**src/sv/fsla_pkg.sv**
```systemverilog
// ----------------------------------------------------------------------------
// fsla_pkg
// Shared types and constants of the fixed-slot free-list allocator.
// ----------------------------------------------------------------------------
package fsla_pkg;

	localparam int MAX_SLOTS      = 4096;
	localparam int SLOT_IDX_W     = 12;
	localparam int SLOT_CNT_W     = 13;
	localparam int POOL_LOG2      = 22;
	localparam int OFFSET_W       = 22;
	localparam int CFG_W          = 24;
	localparam int SIZE_W         = 21;
	localparam int SHIFT_W        = 5;
	localparam int CNT_W          = 32;
	localparam int MIN_SLOT_BYTES = 1024;
	localparam int MAX_SLOT_BYTES = 1024 * 1024;
	localparam int MIN_SHIFT      = 10;

	localparam logic       FUNC_ALLOC = 1'b0;
	localparam logic       FUNC_FREE  = 1'b1;

	localparam logic [1:0] STATUS_OK        = 2'd0;
	localparam logic [1:0] STATUS_NO_SLOTS  = 2'd1;
	localparam logic [1:0] STATUS_NOT_TAKEN = 2'd2;
	localparam logic [1:0] STATUS_RANGE     = 2'd3;

	typedef struct packed {
		logic                  func;
		logic [SLOT_IDX_W-1:0] slot_index;
	} in_item_t;

	typedef struct packed {
		logic [1:0]            status;
		logic [SLOT_IDX_W-1:0] granted_slot;
		logic [OFFSET_W-1:0]   slot_offset;
		logic [CNT_W-1:0]      alloc_total;
		logic [CNT_W-1:0]      free_total;
	} out_item_t;

	typedef struct packed {
		logic                  clear_start;
		logic                  rd_en;
		logic [SLOT_IDX_W-1:0] rd_addr;
		logic                  taken_we;
		logic [SLOT_IDX_W-1:0] taken_waddr;
		logic                  taken_wdata;
		logic                  link_we;
		logic [SLOT_IDX_W-1:0] link_waddr;
		logic [SLOT_IDX_W-1:0] link_wdata;
	} store_req_t;

	typedef struct packed {
		logic                  clear_busy;
		logic                  taken_rd;
		logic [SLOT_IDX_W-1:0] link_rd;
	} store_rsp_t;

	// Slots in the pool for a slot size of 2**shift.
	function automatic logic [SLOT_CNT_W-1:0] slot_count_of(input logic [SHIFT_W-1:0] shift);
		logic [SHIFT_W-1:0] cnt_log2;
		cnt_log2 = SHIFT_W'(POOL_LOG2) - shift;
		return SLOT_CNT_W'(1) << cnt_log2;
	endfunction

endpackage

```
**src/sv/fsla_size_unit.sv**
```systemverilog
// ----------------------------------------------------------------------------
// fsla_size_unit
// Clamps the requested slot size and rounds it up to a power of two with one
// shared compare-and-shift step per cycle.
// ----------------------------------------------------------------------------
module fsla_size_unit (
	input  logic                            clk,
	input  logic                            arst_n,
	input  logic                            cfg_we,
	input  logic [fsla_pkg::CFG_W-1:0]      cfg_wdata,
	output logic [fsla_pkg::SHIFT_W-1:0]    shift,
	output logic                            busy
);

	logic [fsla_pkg::SIZE_W-1:0]  req_q;
	logic [fsla_pkg::SIZE_W-1:0]  size_q;
	logic [fsla_pkg::SHIFT_W-1:0] shift_q;
	logic                         busy_q;
	logic [fsla_pkg::SIZE_W-1:0]  clamped;

	always_comb begin
		if (cfg_wdata > fsla_pkg::CFG_W'(fsla_pkg::MAX_SLOT_BYTES)) begin
			clamped = fsla_pkg::SIZE_W'(fsla_pkg::MAX_SLOT_BYTES);
		end else if (cfg_wdata < fsla_pkg::CFG_W'(fsla_pkg::MIN_SLOT_BYTES)) begin
			clamped = fsla_pkg::SIZE_W'(fsla_pkg::MIN_SLOT_BYTES);
		end else begin
			clamped = cfg_wdata[fsla_pkg::SIZE_W-1:0];
		end
	end

	always_ff @(posedge clk or negedge arst_n) begin
		if (!arst_n) begin
			req_q   <= fsla_pkg::SIZE_W'(fsla_pkg::MIN_SLOT_BYTES);
			size_q  <= fsla_pkg::SIZE_W'(fsla_pkg::MIN_SLOT_BYTES);
			shift_q <= fsla_pkg::SHIFT_W'(fsla_pkg::MIN_SHIFT);
			busy_q  <= 1'b0;
		end else if (cfg_we) begin
			req_q   <= clamped;
			size_q  <= fsla_pkg::SIZE_W'(fsla_pkg::MIN_SLOT_BYTES);
			shift_q <= fsla_pkg::SHIFT_W'(fsla_pkg::MIN_SHIFT);
			busy_q  <= 1'b1;
		end else if (busy_q) begin
			// double until the size covers the request
			if (size_q < req_q) begin
				size_q  <= size_q << 1;
				shift_q <= shift_q + fsla_pkg::SHIFT_W'(1);
			end else begin
				busy_q <= 1'b0;
			end
		end
	end

	assign shift = shift_q;
	assign busy  = busy_q;

endmodule

```
**config.mk**
```make
export PLATFORM = sky130hd
export DESIGN_NAME = fsla_size_unit
export DESIGN_NICKNAME = d
export VERILOG_FILES = /design/src/sv/fsla_pkg.sv /design/src/sv/fsla_size_unit.sv
export SDC_FILE = /design/constraint.sdc
export NUM_CORES = 1
export LEC_CHECK = 0
export BUFFER_PORTS_ARGS = -buffer_cell sky130_fd_sc_hd__buf_2
export CORE_AREA = 2 2 79 81
export DETAILED_ROUTE_END_ITERATION = 7
export DIE_AREA = 0 0 81 83
export PLACE_DENSITY_LB_ADDON = 0.12
export RECOVER_POWER = 25
export SLEW_MARGIN = 20
export SYNTH_ARGS = -nofsm -noshare
export SYNTH_HDL_FRONTEND = slang
export SYNTH_SLANG_ARGS = --single-unit
```
**constraint.sdc**
```tcl
create_clock -name clk -period 2.5 [get_ports clk]
set_input_delay 0.25 -clock clk [delete_from_list [all_inputs] [get_ports clk]]
set_output_delay 0.25 -clock clk [all_outputs]
set_load 0.02 [all_outputs]
```
---- After elaboration in Yosys (flattened, before gate mapping) ----
Index checks and enable logic that the tools add are counted.
W data, S select, Z words.
operators by class
  add/subtract/negate cells ............... 1
  magnitude comparators ................... 3
  multiplexer cells ....................... 11
  reductions and logical operators ........ 3
operators with widths
  operator                count
  $mux W21                5
  $gt A24 B21 Y1 const B  1
  $lt A24 B11 Y1 const B  1
  $lt A21 B21 Y1          1
  $mux W5                 3
  $add A5 B1 Y5 const B   1
  $reduce_bool A2 Y1      2
  $mux W1                 3
  $reduce_and A2 Y1       1
storage, ports and cells
  register bits after elaboration ......... 48
  input bits .............................. 27
  output and inout bits ................... 6

---- Logic depth before layout (Yosys ltp) ----
Gate-level depths: netlist of the first run.
  depth in word-level cells ............... 4
  depth in mapped cells ................... 8
  mapped depth without buffers ............ 7

---- Worst setup path after synthesis of the first run ----
Ideal clock, no wire load.
  path kind ............................... register -> register
  from .................................... register req_q[10] in the netlist's numbering
  to ...................................... register busy_q (netlist: busy)
  setup time .............................. 0.127 ns
  data arrival time ....................... 2.008 ns
  data required time ...................... 2.373 ns
  slack ................................... 0.365 ns
  stages on the path, launching flop included .. 8
  path buffers ............................ 0
  period minus slack after synthesis ...... 2.135 ns
  cells stage by stage .................... dfstp_2 inv_1 ha_1 and4b_1 nand4_1 a2111oi_4 nor3b_4 or2_2
between the ends
  word-level cells in the longest chain between the ends .. 4
RTL lines
  item                      line                  RTL
  start: declaration        fsla_size_unit.sv:15  logic [fsla_pkg::SIZE_W-1:0] req_q;
  start signal: assignment  fsla_size_unit.sv:33  req_q <= fsla_pkg::SIZE_W'(fsla_pkg::MIN_SLOT_BYTES);
  start signal: assignment  fsla_size_unit.sv:38  req_q <= clamped;
  $lt A21 B21 Y1            fsla_size_unit.sv:44  if (size_q < req_q) begin
  $mux W1                   fsla_size_unit.sv:44
  $mux W1                   fsla_size_unit.sv:42  end else if (busy_q) begin
  $mux W1                   fsla_size_unit.sv:37  end else if (cfg_we) begin
  end signal: assignment    fsla_size_unit.sv:36  busy_q <= 1'b0;
  end signal: assignment    fsla_size_unit.sv:41  busy_q <= 1'b1;
  end signal: assignment    fsla_size_unit.sv:48  busy_q <= 1'b0;
  end: declaration          fsla_size_unit.sv:18  logic busy_q;
Every way passes these cells.
A chain may end at the register's enable or synchronous reset.

---- Final worst setup path of the first run ----
  from .................................... register req_q[10] in the netlist's numbering
  to ...................................... register size_q[20] in the netlist's numbering
between the ends
  word-level cells in the longest chain between the ends .. 3
RTL lines
  item                                 line                  RTL
  $lt A21 B21 Y1                       fsla_size_unit.sv:44
  $reduce_bool A2 Y1 (no source line)  -
  $reduce_and A2 Y1 (no source line)   -
  end signal: assignment               fsla_size_unit.sv:34  size_q <= fsla_pkg::SIZE_W'(fsla_pkg::MIN_SLOT_BYTES);
  end signal: assignment               fsla_size_unit.sv:39  size_q <= fsla_pkg::SIZE_W'(fsla_pkg::MIN_SLOT_BYTES);
  end signal: assignment               fsla_size_unit.sv:45  size_q <= size_q << 1;
  end: declaration                     fsla_size_unit.sv:16  logic [fsla_pkg::SIZE_W-1:0] size_q;
Every way passes these cells.

==> summary.txt, run 1 <==
Worst setup path
  – Critical Path End Type: flop
  – Setup CP Type: flop to flop
  – CP max-delay cell: a2111oi_4
  – Worst-path fanout max: 12
  – CP top delay family: compound AO/OA/AOI/OAI gates
  – CP arrival: 2480 ps
  – Critical path launch point type: flop
  – Crit path required time: 2670 ps
  – Buffer and inverter count on the worst path: 2
  – Crit-path cells: inv_1 -> ha_1 -> and4b_1 -> nand4_1 -> a2111oi_4 -> nor3b_4 -> buf_4 -> mux2i_1
  – Crit-path max cell delay: 580 ps

STA
  – Fin crit period: 2310 ps
  – Fin crit share: 92.3%
  – Final Hold Viols: 0
  – RSZ-0062 raised after global routing: false
  – Clk_skew: 4.91 ps
  – Final setup vio count: 0
  – Relative slew slack: -34.1%
  – Slew Limit Fails: 39
  – Worst Tran Pin Value: 2010 ps
  – Maximum clock frequency: 433 MHz
  – Min Hold Slack: 215 ps
  – Setup_tns: 0 ps

Detailed routing
  – Final ANT Viol Nets: 0
  – DRT Pass-1 Iters: 4
  – Drt first-iter violations: 36
  – Met3 wire length: 129 um
  – Met1 wire length: 2.11 mm
  – Max layer used: met4
  – DR vias: 1495
  – Met2 wire len: 1.87 mm
  – Routed vias/inst: 4.81
  – DR WL/cell: 13.3 um
  – DRC violations left: 0
  – Routed Wire Length: 4.15 mm

Clock network
  – Post-cts resize count: 0
  – Num CTS Buffers: 5
  – Max clock buf depth: 2
  – Hold Buf Count CTS: 0
  – Post-CTS Setup Inserts: 0
  – Max H-tree Level: 2
  – Clock Sinks: 38
  – Clk_lat worst skew: 290 ps
  – CTS tree: done
  – Root Buffer: clkbuf_8
  – Clk slew on worst S/H paths: 70 ps

GRT
  – First-pass GRT wire length: 7.10 mm
  – Antenna violations before repair: 0
  – Vias in the first global route: 1461
  – Gr usage total: 13.6%
  – Grt total ovfl: 0
  – Largest net degree at the start of global routing: 39

Die
  – # IOs: 33
  – Core area: 5820 sq um
  – Die Wd: 81 um
  – Row Count: 28
  – Die area: 6720 sq um
  – Initial Util: 34.1%
  – Die H: 83 um

Finish
  – # nets final: 274
  – Share of layout cells above drive strength 1: 22.0%
  – Cell area after layout: 2320 sq um
  – P&R area growth vs syn: 17.0%
  – Ant. Diodes: 0

Power
  – Pleak: 1.10 nW
  – Peak VDD IR: 0.274 mV
  – Power Dens Cells: 557 nW/um^2
  – Pwr Total: 1.29 mW

Logic synthesis
  – Count of cell types in the netlist: 34
  – Seq/Total Area, Yosys: 48.2%
  – Syn Std Cell Area: 1980 sq um
  – Async S/R FF share, synth: 100%
  – Cells after Synth: 200
  – EDFF count, synth: 0
  – Dominant synthesized flop cell: dfrtp_1
  – #FFs+latches synth: 38
  – Synthesized Nets: 239
  – Syn. warnings: 0
  – Syn Area/Cell: 9.91 sq um

Hold path
  – Worst hold-check path type: input pin to flop

Place
  – DP Wirelength: 3.15 mm
  – Gpl congestion: 0.752
  – Post-DP Area: 2230 sq um
  – IO buf count: 32

Flow run
  – Max-cap viol count: 1

Outcome
  – Failing checks: max-capacitance violations, max-slew violations
  – Outcome: finished with violations
report_power, final:
group | internal (mW) | leakage (nW) | switching, mW
clock | 0.222 | 0.0482 | 0.207
sequential | 0.644 | 0.501 | 0.0185
combinational | 0.0827 | 0.556 | 0.116
routing by layer:
metal	global-route usage [%]	vias to the layer above
met5	0	-
met4	3.70	0
li1	-	767
met3	3.59	5
met1	19.5	703
met2	20.2	20
sequential cells by signal, indices dropped and copies added, names as in the netlist:
signal and cells:
shift 5, busy 1, req_q 21, size_q 11
cells in the final DEF (no fill, tap or decap), types with 2 or more instances in the layout:
cell type,n
a21o_1,2
a21oi_1,6
buf_2,31
buf_4,4
clkbuf_1,2
clkbuf_8,6
dfrtp_1,34
dfstp_2,4
ha_1,12
inv_1,22
mux2_2,2
mux2i_1,11
nand2_1,25
nand2b_1,12
nand3_1,3
nand4_1,2
nor2_1,9
nor2b_1,3
nor3_1,3
nor4_1,7
o21ai_0,2
o22ai_1,20
Yosys cell counts (2+ instances only):
| cell | number | share of area (%) |
|---|---|---|
| nor2_1 | 9 | 1.7 |
| a21o_1 | 2 | 0.76 |
| o22ai_1 | 20 | 6.3 |
| clkbuf_1 | 6 | 1.1 |
| nor3_1 | 3 | 0.76 |
| ha_1 | 12 | 7.6 |
| nor4_1 | 7 | 2.2 |
| inv_1 | 22 | 4.2 |
| o21ai_0 | 2 | 0.51 |
| nand4_1 | 2 | 0.63 |
| dfrtp_1 | 34 | 43 |
| mux2_2 | 2 | 1.1 |
| nor2b_1 | 3 | 0.95 |
| a21oi_1 | 6 | 1.5 |
| mux2i_1 | 11 | 5.6 |
| nand3_1 | 3 | 0.76 |
| dfstp_2 | 4 | 5.3 |
| nand2_1 | 25 | 4.7 |
| nand2b_1 | 12 | 3.8 |
cells by family after synthesis:
family | count (synthesis) | share of synthesized area [%]
simple gates | 71 | 18.9
flops | 38 | 48.2
compound gates | 36 | 12.5
buf+inv | 30 | 6.06
mux | 13 | 6.69
fa+ha+maj | 12 | 7.58
tightest hold or removal path, stage by stage:
cell and delay, ps:
buf_2 100, nand2_1 50, o22ai_1 50
metrics by stage:
step | util, % | instances | worst slack (ps)
floorplan | - | 200 | 365
global placement | 38.3 | 303 | 230
detailed placement | 38.3 | 303 | 185
CTS | 39.9 | 311 | 172
global route | 39.9 | 311 | 32.6
finish | 39.9 | 311 | 192
area by class of cell:
| type | count | area, sq um |
|---|---|---|
| Multi-Input combinational cell | 132 | 906 |
| Tap cell | 75 | 93.8 |
| Sequential cell | 38 | 956 |
| Fill cell | 627 | 3500 |
| Inverter | 22 | 82.6 |
| Clock buffer | 7 | 86.3 |
| Timing Repair Buffer | 36 | 189 |
| Clock inverter | 1 | 5.00 |
worst paths after layout:
path	start	end	slack (ps)	cells past startpoint
max in group asynchronous	arst_n	shift[4]$_DFFE_PN0P_	820	1
min in group asynchronous	arst_n	req_q[0]$_DFFE_PN0P_	530	1
setup / recovery	req_q[10]$_DFFE_PN1P_	size_q[20]$_DFFE_PN0P_	190	8
hold reg to reg	size_q[10]$_DFFE_PN1P_	size_q[10]$_DFFE_PN1P_	490	2
setup reg to reg	req_q[10]$_DFFE_PN1P_	size_q[20]$_DFFE_PN0P_	190	8
hold / removal	cfg_wdata[12]	req_q[12]$_DFFE_PN0P_	220	3
(Power assumes the default switching activity.)
==> inputs of run 2 (changes only) <==
CORE_AREA = 2 2 64 66   (was 2 2 79 81)
DIE_AREA = 0 0 66 68   (was 0 0 81 83)
==> run 2 against run 1 <==
The flow still finishes with violations (max-capacitance violations, max-slew violations). Total power up 6.1%. First-iteration DRC count up 44%. Via count up 0.47%. Global-route usage up 5.8 points. Wire length down 6.6%. Largest cell class unchanged.
==> summary.txt, run 2 (same netlist as run 1, synthesis figures left out) <==
Outcome
  – Outcome: finished with violations
  – Failing checks: max-capacitance violations, max-slew violations

Worst setup path
  – RR Endpoint: size_q[17]$_DFFE_PN0P_
  – CP top delay family: compound AO/OA/AOI/OAI gates
  – Crit-path max cell delay: 590 ps
  – Critical Path End Type: flop
  – Crit-path cells: inv_1 -> ha_1 -> and4b_1 -> nand4_1 -> a2111oi_4 -> nor3b_4 -> buf_4 -> mux2i_1
  – Setup CP Type: flop to flop
  – Reg2reg path depth: 8
  – Buffer and inverter count on the worst path: 2
  – Crit path required time: 2670 ps
  – CP arrival: 2510 ps
  – Worst-path fanout max: 11
  – RR Startpoint: req_q[10]$_DFFE_PN1P_
  – CP max-delay cell: a2111oi_4
  – Critical path launch point type: flop
  – Setup slack, reg-to-reg: 170 ps

Place
  – DP Wirelength: 2.96 mm
  – Post-DP Area: 2190 sq um
  – Gpl congestion: 0.824
  – IO buf count: 32

Detailed routing
  – Final ANT Viol Nets: 0
  – DRC violations left: 0
  – Drt first-iter violations: 52
  – DRT Pass-1 Iters: 4
  – DR WL/cell: 13.6 um
  – Routed vias/inst: 5.27
  – DR vias: 1502
  – Routed Wire Length: 3.87 mm

Finish
  – # nets final: 273
  – FILL cells: 335
  – P&R area growth vs syn: 15.9%
  – Reg with most FFs: req_q
  – Final Util: 59.6%
  – Max reg flops: 21
  – Cell area after layout: 2300 sq um
  – Commonest non-fill, non-tap cell in the layout: dfrtp_1
  – Sequential Area: 956 sq um
  – Share of layout cells above drive strength 1: 22.1%
  – Multi-input gate area: 906 sq um
  – Ant. Diodes: 0
  – Most frequent cells in the layout: dfrtp_1 (34), buf_2 (31), nand2_1 (25)

GRT
  – Met2 Track Usage GR: 33.3%
  – Antenna violations before repair: 0
  – Largest net degree at the start of global routing: 49
  – GR Util met3: 4.77%
  – Vias in the first global route: 1508
  – Met1 Use GR: 23.4%
  – First-pass GRT wire length: 6.53 mm
  – Grt total ovfl: 0
  – Most used routing layer: met2
  – Gr usage total: 19.4%

STA
  – Final setup vio count: 0
  – RSZ-0062 raised after global routing: false
  – Worst Tran Pin Value: 2010 ps
  – Fin crit period: 2330 ps
  – Clk_skew: 6.50 ps
  – Slew Limit Fails: 39
  – Fin crit share: 93.4%
  – Maximum clock frequency: 428 MHz
  – Relative slew slack: -33.8%
  – Setup_tns: 0 ps
  – Final Hold Viols: 0

Die
  – # IOs: 33
  – Core area: 3860 sq um
  – Initial Util: 51.4%
  – Die Wd: 66 um
  – Row Count: 23
  – Die area: 4490 sq um
  – Die H: 68 um

Hold path
  – Worst hold stages: 3
  – Endpoint, Worst Hold: req_q[1]$_DFFE_PN0P_
  – Worst hold-check path type: input pin to flop
  – Worst min-delay path startpoint: cfg_wdata[1]

Power
  – Clock power share: 37.2%
  – Pleak: 1.11 nW
  – Switching power: 0.350 mW
  – Int Pwr: 1.02 mW
  – Peak VDD IR: 0.296 mV
  – Net Sw Frac: 25.6%
  – Pwr Total: 1.37 mW
  – Seq pwr share: 48.4%
  – Power Dens Cells: 596 nW/um^2
  – Comb pwr share: 14.4%

Clock network
  – Post-cts resize count: 0
  – Hold Buf Count CTS: 0
  – Root Buffer: clkbuf_8
  – CTS tree: done
  – Num CTS Buffers: 5
  – Clk slew on worst S/H paths: 80 ps
  – Clk_lat worst skew: 290 ps
  – Max clock buf depth: 2
  – Max H-tree Level: 2
  – Clock Sinks: 38
  – Post-CTS Setup Inserts: 0

Flow run
  – Max-cap viol count: 1
-- run 2: cell types whose count changed in the layout (fill, tap and decap cells not counted) --
cell       before  now
buf_4           4    3
clkbuf_1        2    1
clkbuf_8        6    5
clkinv_2        1    2
bufinv_16       0    1
-- run 2: routing by layer --
layer | wire (um) | part of all wire, %
met5 | 0 | 0
met4 | 63 | 1.6
met3 | 132 | 3.4
met2 | 1940 | 50
met1 | 1740 | 45
-- run 2: worst register-to-register path, cell delays in order, from the launching register on --
cell	delay (ps)
dfstp_2	510
inv_1	50
ha_1	280
and4b_1	200
nand4_1	140
a2111oi_4	590
nor3b_4	100
buf_4	220
mux2i_1	140
-- run 2: worst max path at each step --
stage | from | to | slack [ps] | cells after the start
2_1_floorplan | req_q[10]$_DFFE_PN1P_ | busy$_DFF_PN0_ | 360 | 7
3_3_place_gp | req_q[10]$_DFFE_PN1P_ | size_q[13]$_DFFE_PN0P_ | 240 | 8
3_5_place_dp | req_q[10]$_DFFE_PN1P_ | size_q[15]$_DFFE_PN0P_ | 180 | 8
4_1_cts | req_q[10]$_DFFE_PN1P_ | size_q[15]$_DFFE_PN0P_ | 170 | 8
5_1_grt | req_q[10]$_DFFE_PN1P_ | size_q[17]$_DFFE_PN0P_ | 30 | 8
6_report | req_q[10]$_DFFE_PN1P_ | size_q[17]$_DFFE_PN0P_ | 170 | 8
-- run 2: power groups by stage --
stage	sequential (mW)	clock, mW	combinational [mW]
3_5_place_dp	0.674	0	0.200
6_report	0.662	0.510	0.197
4_1_cts	0.662	0.526	0.200
5_1_grt	0.665	0.556	0.221
3_3_place_gp	0.672	0	0.193
2_1_floorplan	0.684	0	0.113
-- run 2: per-stage QoR --
| stage | setup slack [ps] | cells | hold slack [ps] |
|---|---|---|---|
| after floorplan | 365 | 200 | -45.6 |
| after global placement | 244 | 277 | 383 |
| after detailed placement | 176 | 277 | 403 |
| after CTS | 168 | 285 | 83.7 |
| after global routing | 33.6 | 285 | 204 |
| final | 165 | 285 | 215 |
-- run 2: layout make-up --
type	count	share of cell area, %
sequential	38	41.6
multi-input combinational	132	39.4
timing repair buffer	35	7.90
inverter	22	3.59
clock buffer	5	3.00
tap	50	2.72
clock inverter	3	1.74
